===== src/hw/rtl/caf_pkg.sv =====
package caf_pkg;

	// Operation codes carried on s_tuser
	localparam logic [5:0] K_ADD    = 6'd0;
	localparam logic [5:0] K_ADC    = 6'd1;
	localparam logic [5:0] K_SUB    = 6'd2;
	localparam logic [5:0] K_SBC    = 6'd3;
	localparam logic [5:0] K_AND    = 6'd4;
	localparam logic [5:0] K_XOR    = 6'd5;
	localparam logic [5:0] K_OR     = 6'd6;
	localparam logic [5:0] K_CP     = 6'd7;
	localparam logic [5:0] K_INC    = 6'd8;
	localparam logic [5:0] K_DEC    = 6'd9;
	localparam logic [5:0] K_DAA    = 6'd10;
	localparam logic [5:0] K_CPL    = 6'd11;
	localparam logic [5:0] K_CCF    = 6'd12;
	localparam logic [5:0] K_SCF    = 6'd13;
	localparam logic [5:0] K_RLCA   = 6'd14;
	localparam logic [5:0] K_RRCA   = 6'd15;
	localparam logic [5:0] K_RLA    = 6'd16;
	localparam logic [5:0] K_RRA    = 6'd17;
	localparam logic [5:0] K_RLC    = 6'd18;
	localparam logic [5:0] K_RRC    = 6'd19;
	localparam logic [5:0] K_RL     = 6'd20;
	localparam logic [5:0] K_RR     = 6'd21;
	localparam logic [5:0] K_SLA    = 6'd22;
	localparam logic [5:0] K_SRA    = 6'd23;
	localparam logic [5:0] K_SWAP   = 6'd24;
	localparam logic [5:0] K_SRL    = 6'd25;
	localparam logic [5:0] K_BIT    = 6'd26;
	localparam logic [5:0] K_RES    = 6'd27;
	localparam logic [5:0] K_SET    = 6'd28;
	localparam logic [5:0] K_ADD16  = 6'd29;
	localparam logic [5:0] K_ADDSP  = 6'd30;
	localparam logic [5:0] K_INC16  = 6'd31;
	localparam logic [5:0] K_DEC16  = 6'd32;

	// DAA correction constants
	localparam logic [7:0] DAA_HI_LIMIT = 8'h99;
	localparam logic [3:0] DAA_LO_LIMIT = 4'h9;
	localparam logic [7:0] DAA_HI_CORR  = 8'h60;
	localparam logic [7:0] DAA_LO_CORR  = 8'h06;

	// Packed widths of the stream buses
	localparam int IN_DATA_W  = 48;
	localparam int OUT_DATA_W = 40;

	typedef struct packed {
		logic z;
		logic n;
		logic h;
		logic c;
	} flags_t;

	typedef struct packed {
		logic [7:0] acc;
		flags_t     flags;
	} state_t;

	typedef struct packed {
		logic [5:0]  kind;
		logic [7:0]  operand;
		logic [2:0]  bit_index;
		logic [15:0] word_base;
		logic [15:0] word_operand;
	} item_t;

	typedef struct packed {
		logic [7:0]  result_value;
		logic [15:0] word_result;
	} result_t;

endpackage


===== src/hw/rtl/caf_exec.sv =====
module caf_exec (
	input  caf_pkg::item_t   item,
	input  caf_pkg::state_t  cur,
	output caf_pkg::result_t res,
	output caf_pkg::state_t  nxt
);
	import caf_pkg::*;

	logic [7:0]  a;
	logic [7:0]  v;
	logic        ci;
	logic        ci_arith;
	logic [8:0]  add9;
	logic [4:0]  addh5;
	logic [8:0]  sub9;
	logic [4:0]  subh5;
	logic [7:0]  daa_corr;
	logic        daa_c;
	logic [7:0]  daa_a;
	logic [7:0]  bit_mask;
	logic [16:0] add16;
	logic [12:0] add16h;
	logic [15:0] sp_sum;
	logic [8:0]  sp_c9;
	logic [4:0]  sp_h5;
	logic [7:0]  shift_val;
	logic        shift_c;

	assign a  = cur.acc;
	assign v  = item.operand;
	assign ci = cur.flags.c;

	// Carry in only for ADC and SBC
	assign ci_arith = ((item.kind == K_ADC) || (item.kind == K_SBC)) ? ci : 1'b0;

	// Byte add and subtract with nibble carries
	assign add9  = {1'b0, a} + {1'b0, v} + {8'd0, ci_arith};
	assign addh5 = {1'b0, a[3:0]} + {1'b0, v[3:0]} + {4'd0, ci_arith};
	assign sub9  = {1'b0, a} - {1'b0, v} - {8'd0, ci_arith};
	assign subh5 = {1'b0, a[3:0]} - {1'b0, v[3:0]} - {4'd0, ci_arith};

	// Decimal adjust
	always_comb begin
		daa_corr = 8'd0;
		daa_c    = cur.flags.c;
		if (cur.flags.c || (!cur.flags.n && (a > DAA_HI_LIMIT))) begin
			daa_corr = daa_corr | DAA_HI_CORR;
			daa_c    = 1'b1;
		end
		if (cur.flags.h || (!cur.flags.n && (a[3:0] > DAA_LO_LIMIT))) begin
			daa_corr = daa_corr | DAA_LO_CORR;
		end
		daa_a = cur.flags.n ? (a - daa_corr) : (a + daa_corr);
	end

	assign bit_mask = 8'd1 << item.bit_index;

	// Word arithmetic
	assign add16  = {1'b0, item.word_base} + {1'b0, item.word_operand};
	assign add16h = {1'b0, item.word_base[11:0]} + {1'b0, item.word_operand[11:0]};
	assign sp_sum = item.word_base + {{8{v[7]}}, v};
	assign sp_c9  = {1'b0, item.word_base[7:0]} + {1'b0, v};
	assign sp_h5  = {1'b0, item.word_base[3:0]} + {1'b0, v[3:0]};

	// Prefixed rotates and shifts on the operand
	always_comb begin
		case (item.kind)
			K_RLC: begin
				shift_val = {v[6:0], v[7]};
				shift_c   = v[7];
			end
			K_RRC: begin
				shift_val = {v[0], v[7:1]};
				shift_c   = v[0];
			end
			K_RL: begin
				shift_val = {v[6:0], ci};
				shift_c   = v[7];
			end
			K_RR: begin
				shift_val = {ci, v[7:1]};
				shift_c   = v[0];
			end
			K_SLA: begin
				shift_val = {v[6:0], 1'b0};
				shift_c   = v[7];
			end
			K_SRA: begin
				shift_val = {v[7], v[7:1]};
				shift_c   = v[0];
			end
			K_SWAP: begin
				shift_val = {v[3:0], v[7:4]};
				shift_c   = 1'b0;
			end
			default: begin
				shift_val = {1'b0, v[7:1]};
				shift_c   = v[0];
			end
		endcase
	end

	// Select the outcome per operation
	always_comb begin
		nxt = cur;
		res = '0;
		case (item.kind)
			K_ADD, K_ADC: begin
				nxt.acc     = add9[7:0];
				nxt.flags.z = (add9[7:0] == 8'd0);
				nxt.flags.n = 1'b0;
				nxt.flags.h = addh5[4];
				nxt.flags.c = add9[8];
			end
			K_SUB, K_SBC, K_CP: begin
				if (item.kind != K_CP) begin
					nxt.acc = sub9[7:0];
				end
				nxt.flags.z = (sub9[7:0] == 8'd0);
				nxt.flags.n = 1'b1;
				nxt.flags.h = subh5[4];
				nxt.flags.c = sub9[8];
			end
			K_AND: begin
				nxt.acc   = a & v;
				nxt.flags = '{z: ((a & v) == 8'd0), n: 1'b0, h: 1'b1, c: 1'b0};
			end
			K_XOR: begin
				nxt.acc   = a ^ v;
				nxt.flags = '{z: ((a ^ v) == 8'd0), n: 1'b0, h: 1'b0, c: 1'b0};
			end
			K_OR: begin
				nxt.acc   = a | v;
				nxt.flags = '{z: ((a | v) == 8'd0), n: 1'b0, h: 1'b0, c: 1'b0};
			end
			K_INC: begin
				res.result_value = v + 8'd1;
				nxt.flags.z      = (v == 8'hFF);
				nxt.flags.n      = 1'b0;
				nxt.flags.h      = (v[3:0] == 4'hF);
			end
			K_DEC: begin
				res.result_value = v - 8'd1;
				nxt.flags.z      = (v == 8'h01);
				nxt.flags.n      = 1'b1;
				nxt.flags.h      = (v[3:0] == 4'h0);
			end
			K_DAA: begin
				nxt.acc     = daa_a;
				nxt.flags.z = (daa_a == 8'd0);
				nxt.flags.h = 1'b0;
				nxt.flags.c = daa_c;
			end
			K_CPL: begin
				nxt.acc     = ~a;
				nxt.flags.n = 1'b1;
				nxt.flags.h = 1'b1;
			end
			K_CCF: begin
				nxt.flags.n = 1'b0;
				nxt.flags.h = 1'b0;
				nxt.flags.c = ~ci;
			end
			K_SCF: begin
				nxt.flags.n = 1'b0;
				nxt.flags.h = 1'b0;
				nxt.flags.c = 1'b1;
			end
			K_RLCA: begin
				nxt.acc   = {a[6:0], a[7]};
				nxt.flags = '{z: 1'b0, n: 1'b0, h: 1'b0, c: a[7]};
			end
			K_RRCA: begin
				nxt.acc   = {a[0], a[7:1]};
				nxt.flags = '{z: 1'b0, n: 1'b0, h: 1'b0, c: a[0]};
			end
			K_RLA: begin
				nxt.acc   = {a[6:0], ci};
				nxt.flags = '{z: 1'b0, n: 1'b0, h: 1'b0, c: a[7]};
			end
			K_RRA: begin
				nxt.acc   = {ci, a[7:1]};
				nxt.flags = '{z: 1'b0, n: 1'b0, h: 1'b0, c: a[0]};
			end
			K_RLC, K_RRC, K_RL, K_RR, K_SLA, K_SRA, K_SWAP, K_SRL: begin
				res.result_value = shift_val;
				nxt.flags = '{z: (shift_val == 8'd0), n: 1'b0, h: 1'b0, c: shift_c};
			end
			K_BIT: begin
				res.result_value = v;
				nxt.flags.z      = ((v & bit_mask) == 8'd0);
				nxt.flags.n      = 1'b0;
				nxt.flags.h      = 1'b1;
			end
			K_RES: begin
				res.result_value = v & ~bit_mask;
			end
			K_SET: begin
				res.result_value = v | bit_mask;
			end
			K_ADD16: begin
				res.word_result = add16[15:0];
				nxt.flags.n     = 1'b0;
				nxt.flags.h     = add16h[12];
				nxt.flags.c     = add16[16];
			end
			K_ADDSP: begin
				res.word_result = sp_sum;
				nxt.flags = '{z: 1'b0, n: 1'b0, h: sp_h5[4], c: sp_c9[8]};
			end
			K_INC16: begin
				res.word_result = item.word_base + 16'd1;
			end
			K_DEC16: begin
				res.word_result = item.word_base - 16'd1;
			end
			default: begin
				nxt = cur;
			end
		endcase
	end

endmodule


===== src/hw/rtl/cpu_alu_and_flags.sv =====
// Path: stage one registers the input and the result register holds its outcome;
// a stalled output holds both. Throughput: one operation per cycle unless the
// output stalls; the accumulator and flag registers are read and written by a
// single pass through the ALU logic, which sets the rate.
// Reset: arst_n low clears the accumulator, all flags and both valid stages.
module cpu_alu_and_flags (
	input  logic                            clk,
	input  logic                            arst_n,
	input  logic                            s_tvalid,
	output logic                            s_tready,
	// operand[7:0], bit_index[10:8], word_base[26:11], word_operand[42:27], zero fill
	input  logic [caf_pkg::IN_DATA_W-1:0]   s_tdata,
	// kind[5:0]
	input  logic [5:0]                      s_tuser,
	output logic                            m_tvalid,
	input  logic                            m_tready,
	// result_value[7:0], acc_value[15:8], word_result[31:16], flag_zero[32],
	// flag_subtract[33], flag_half[34], flag_carry[35], zero fill
	output logic [caf_pkg::OUT_DATA_W-1:0]  m_tdata
);
	import caf_pkg::*;

	logic    valid_s1;
	item_t   item_s1;
	state_t  state_q;
	state_t  nxt_state;
	result_t exec_res;
	logic    valid_s2;
	result_t res_s2;
	state_t  post_s2;
	logic    s2_free;
	logic    advance;

	assign s2_free  = !valid_s2 || m_tready;
	assign advance  = valid_s1 && s2_free;
	assign s_tready = !valid_s1 || s2_free;

	// Capture an input transaction
	always_ff @(posedge clk or negedge arst_n) begin
		if (!arst_n) begin
			valid_s1 <= 1'b0;
		end else if (s_tready) begin
			valid_s1 <= s_tvalid;
		end
	end

	always_ff @(posedge clk) begin
		if (s_tvalid && s_tready) begin
			item_s1.kind         <= s_tuser;
			item_s1.operand      <= s_tdata[7:0];
			item_s1.bit_index    <= s_tdata[10:8];
			item_s1.word_base    <= s_tdata[26:11];
			item_s1.word_operand <= s_tdata[42:27];
		end
	end

	caf_exec u_exec (
		.item (item_s1),
		.cur  (state_q),
		.res  (exec_res),
		.nxt  (nxt_state)
	);

	// Commit accumulator and flags as the operation leaves stage one
	always_ff @(posedge clk or negedge arst_n) begin
		if (!arst_n) begin
			state_q <= '0;
		end else if (advance) begin
			state_q <= nxt_state;
		end
	end

	// Result register
	always_ff @(posedge clk or negedge arst_n) begin
		if (!arst_n) begin
			valid_s2 <= 1'b0;
		end else if (s2_free) begin
			valid_s2 <= valid_s1;
		end
	end

	always_ff @(posedge clk) begin
		if (advance) begin
			res_s2  <= exec_res;
			post_s2 <= nxt_state;
		end
	end

	assign m_tvalid = valid_s2;
	assign m_tdata  = {4'd0, post_s2.flags.c, post_s2.flags.h, post_s2.flags.n,
		post_s2.flags.z, res_s2.word_result, post_s2.acc, res_s2.result_value};

endmodule


===== config.mk =====
export PLATFORM = sky130hd
export DESIGN_NAME = cpu_alu_and_flags
export DESIGN_NICKNAME = d
export VERILOG_FILES = /design/src/hw/rtl/caf_pkg.sv /design/src/hw/rtl/caf_exec.sv /design/src/hw/rtl/cpu_alu_and_flags.sv
export SDC_FILE = /design/constraint.sdc
export NUM_CORES = 1
export LEC_CHECK = 0
export BUFFER_PORTS_ARGS = -buffer_cell sky130_fd_sc_hd__buf_2
export CORE_MARGIN = 10
export CORE_UTILIZATION = 60
export DETAILED_ROUTE_END_ITERATION = 10
export PLACE_DENSITY = 0.84
export SETUP_SLACK_MARGIN = 0.05
export SYNTH_ARGS = -nofsm -noshare
export SYNTH_HDL_FRONTEND = slang
export SYNTH_HIERARCHICAL = 1
export SYNTH_SLANG_ARGS = --single-unit

===== constraint.sdc =====
create_clock -name clk -period 4.2 [get_ports clk]
set_input_delay 0.21 -clock clk [delete_from_list [all_inputs] [get_ports clk]]
set_output_delay 0.21 -clock clk [all_outputs]
set_load 0.1 [all_outputs]

==> flow_summary.rst <==
.. list-table::
   :header-rows: 1

   * - Metric
     - Value
   * - Run status
     - finished, final reports clean
   * - Design Area, Final
     - 9300 µm²
   * - Most frequent cell after synthesis
     - sky130_fd_sc_hd__edfxtp_1
   * - Worst slew pin tran
     - 1.12 ns
   * - TritonCTS Buffers
     - 9
   * - Largest net degree at the start of global routing
     - 50
   * - Count of max-cap constraint violations
     - 0
   * - Number of global-route vias before repair
     - 7250
   * - Number of antenna violations at the first check in global routing
     - 0
   * - Weighted congestion at the end of routability-driven global placement
     - 1.04
   * - I/O pin count
     - 100
   * - Sequential cell area in the final layout
     - 2900 µm²
   * - Leakage Power
     - 3.89 nW
   * - Power dissipated by switching net loads
     - 2.32 mW
   * - Worst supply voltage drop on vdd
     - 417 µV
   * - Clock-pin slew on the worst setup and hold paths
     - 0.07 ns
   * - Total GRT Usage
     - 26.4%
   * - Mean instance size in the synthesized netlist
     - 9.46 µm²
   * - Placed cells
     - 1136
   * - Wire length of the first global-routing pass
     - 38900 µm
   * - Flip-flop cell with the highest count after synthesis
     - sky130_fd_sc_hd__edfxtp_1
   * - Number of flops mapped to enable cells by yosys
     - 85
   * - Endpoint type of the worst setup path
     - flip-flop
   * - Int Pwr
     - 2.61 mW
   * - Final number of hold-violating endpoints
     - 0
   * - Final count of pins violating max slew
     - 0
   * - Initial DRT Pass Iterations
     - 8
   * - CORE AREA
     - 13400 µm²
   * - Max Clock Freq
     - 0.257 GHz
   * - Mapped cell area
     - 8280 µm²
   * - Total negative setup slack
     - 0 ns
   * - Layout fillers
     - 1060
   * - DR WL/cell
     - 21.7 µm
   * - Count of antenna-violating nets left after detailed routing
     - 0
   * - Worst setup path class
     - reg2reg
   * - Post-route minimum period
     - 3.89 ns
   * - Floorplan row count
     - 42
   * - Number of distinct library cell variants in the gate-level netlist after synthesis
     - 87
   * - Async set-or-reset flop fraction in the synthesized netlist
     - 14.1%
   * - Crit-path max FO
     - 6
   * - Layout cells sized above 1
     - 18.2%
   * - Total setup violations reported at the end of the flow
     - 0
   * - Clock root buffer master
     - sky130_fd_sc_hd__clkbuf_16
   * - Clock Sinks
     - 99
   * - Largest area contributor in the netlist
     - sky130_fd_sc_hd__edfxtp_1
   * - Commonest cells post-synth
     - sky130_fd_sc_hd__edfxtp_1 (85), sky130_fd_sc_hd__ha_1 (81), sky130_fd_sc_hd__nor2_1 (66), sky130_fd_sc_hd__nand2_1 (64), sky130_fd_sc_hd__a21oi_1 (57)
   * - Post CTS Setup Buffer Count
     - 0
   * - Number of H-tree levels
     - 3
   * - Required @ worst endpoint
     - 4.29 ns
   * - PwrDens
     - 530 nW/µm²
   * - Number of warnings reported in the yosys synthesis log
     - 6
   * - Via count
     - 7658
   * - CTS tree
     - yes
   * - Sequential cell area fraction in the yosys report
     - 35.1%
   * - Clock Skews
     - 0.00766 ns
   * - Worst min-delay path class
     - in2reg
   * - Total overflow reported by the global router
     - 0
   * - Post-detailed-route DRC marker count
     - 0
   * - Die X-Extent
     - 137 µm
   * - Worst skew pair latency
     - 0.36 ns
   * - Non-filler instance count after layout
     - 1153
   * - Max transition margin
     - 25.4%
   * - Net switching share of the total power
     - 47.0%
   * - Die boundary height
     - 137 µm
   * - Clock Power Share
     - 16.1%
   * - Post-synthesis register bit count
     - 99
   * - Buffer levels on the longest clock path
     - 2
   * - Initial core utilization
     - 61.8%
   * - Data arrival at the endpoint of the critical path
     - 3.97 ns
   * - Net count reported at finish
     - 1117
   * - Area occupied by multi-input gates
     - 5030 µm²
   * - Post-route fraction of the period consumed by the critical path
     - 92.6%
   * - Number of diodes added for antenna fixing
     - 0
   * - Total cell area at the placement stage
     - 8990 µm²
   * - Setup repair after global routing missed its margin
     - no
   * - Total routed wirelength
     - 25100 µm
   * - Port Buf Inserts
     - 90
   * - Placed wire-length estimate
     - 19200 µm
   * - Die Footprint
     - 18900 µm²
   * - Sequential share of power
     - 28.0%
   * - Ranking of synthesized cells by area
     - sky130_fd_sc_hd__edfxtp_1 (31%), sky130_fd_sc_hd__ha_1 (12%), sky130_fd_sc_hd__dfrtp_1 (4.2%)
   * - Via-per-instance ratio
     - 6.64
   * - Synth top area share
     - 30.8%
   * - P&R area growth vs syn
     - 12.4%
   * - First DRT Iteration DRCs
     - 1138
   * - Number of instances in the synthesized netlist
     - 875
   * - Relative contribution of combinational cells to total power
     - 56.0%
   * - Element type at the critical path start
     - flip-flop
   * - Post-layout util
     - 69.4%
-- state kept, by name, indices dropped and copies added, names as in the netlist --
| signal | cells |
|---|---|
| state_q | 12 |
| m_tvalid | 1 |
| valid_s1 | 1 |
| item_s1 | 49 |
| m_tdata | 36 |
-- per-stage QoR --
| step | hold WS, ns | setup slack (ns) | power, mW |
|---|---|---|---|
| 2_1_floorplan | -0.0856 | 0.448 | 3.38 |
| 3_3_place_gp | 0.122 | 0.465 | 3.97 |
| 3_5_place_dp | 0.129 | 0.211 | 4.04 |
| 4_1_cts | 0.0103 | 0.185 | 4.85 |
| 5_1_grt | 0.00728 | 0.153 | 5.18 |
| 6_report | 0.0180 | 0.312 | 4.93 |
-- cell type report --
cell class	count	area share, %
inverters	44	1.78
repair buffers	123	7.53
clock inverters	7	0.632
multi-input cells	695	54.1
flip-flops and latches	99	31.2
clock buffers	9	2.42
well taps	176	2.37
-- final timing paths --
kind                                  start          end  slack [ns]  depth (start not counted)
max in group asynchronous            arst_n   state_q[8]        3.68                          2
min in group asynchronous            arst_n  state_q[11]        0.27                          2
worst min-delay path            s_tdata[17]  item_s1[22]        0.02                          1
worst min register to register   state_q[3]   state_q[3]        0.55                          1
worst max-delay path            item_s1[38]  m_tdata[31]        0.31                         15
worst max register to register  item_s1[38]  m_tdata[31]        0.31                         15
-- cell families after synthesis --
| group | synth area share, % |
|---|---|
| muxes | 3.64 |
| xor gates and xnor gates | 5.50 |
| and+or+nand+nor | 16.1 |
| adders and majority gates | 13.7 |
| DFF | 35.1 |
| AOI/OAI and AO/OA | 21.4 |
| other | 0.0453 |
| buffers and inverters | 4.49 |
-- power groups by stage --
stage	Sequential, mW	Combinational [mW]	Clock [mW]
floorplan	1.67	1.71	0
global placement	1.39	2.57	0
detailed placement	1.39	2.64	0
CTS	1.38	2.67	0.803
global route	1.40	2.94	0.840
finish	1.38	2.76	0.792
-- layout by cell type, fill, tap and decap left out, types with 9 or more instances in the layout --
cell type and n:
sky130_fd_sc_hd__a21o_1 16, sky130_fd_sc_hd__a21oi_1 57, sky130_fd_sc_hd__a31oi_1 13, sky130_fd_sc_hd__buf_2 90, sky130_fd_sc_hd__buf_4 32, sky130_fd_sc_hd__clkbuf_16 9
sky130_fd_sc_hd__dfrtp_1 14, sky130_fd_sc_hd__edfxtp_1 85, sky130_fd_sc_hd__ha_1 81, sky130_fd_sc_hd__inv_1 42, sky130_fd_sc_hd__mux2_4 9, sky130_fd_sc_hd__mux2i_1 11
sky130_fd_sc_hd__nand2_1 64, sky130_fd_sc_hd__nand3_1 29, sky130_fd_sc_hd__nand4_1 14, sky130_fd_sc_hd__nor2_1 65, sky130_fd_sc_hd__nor2b_1 10, sky130_fd_sc_hd__nor3_1 19
sky130_fd_sc_hd__o211ai_1 12, sky130_fd_sc_hd__o21a_1 9, sky130_fd_sc_hd__o21ai_0 51, sky130_fd_sc_hd__o22ai_1 27, sky130_fd_sc_hd__xnor2_1 29, sky130_fd_sc_hd__xor2_1 23
-- routing by layer --
layer	part of all wire, %	GRT usage, %
met4	3.4	9.89
met3	13	7.61
met1	41	35.9
met2	42	38.9
met5	0	0
-- repair_timing --
item,CTS,global route
hold buffers,1,0
gates resized for setup,0,3
setup endpoints to repair,0,2
endpoints found under the hold margin,14,0
-- critical path, stage by stage, from the launching register on --
cell,delay [ns]
sky130_fd_sc_hd__edfxtp_1,0.41
sky130_fd_sc_hd__nor2_2,0.27
sky130_fd_sc_hd__nand4_1,0.25
sky130_fd_sc_hd__nor3_1,0.35
sky130_fd_sc_hd__inv_1,0.15
sky130_fd_sc_hd__ha_1,0.29
sky130_fd_sc_hd__nor2_1,0.10
sky130_fd_sc_hd__nor2_1,0.05
sky130_fd_sc_hd__ha_1,0.37
sky130_fd_sc_hd__and4_1,0.19
sky130_fd_sc_hd__a21oi_1,0.29
sky130_fd_sc_hd__a311oi_2,0.19
sky130_fd_sc_hd__a211oi_2,0.31
sky130_fd_sc_hd__a21oi_1,0.14
sky130_fd_sc_hd__xnor2_1,0.16
sky130_fd_sc_hd__o22ai_1,0.10
(Power assumes the default switching activity.)
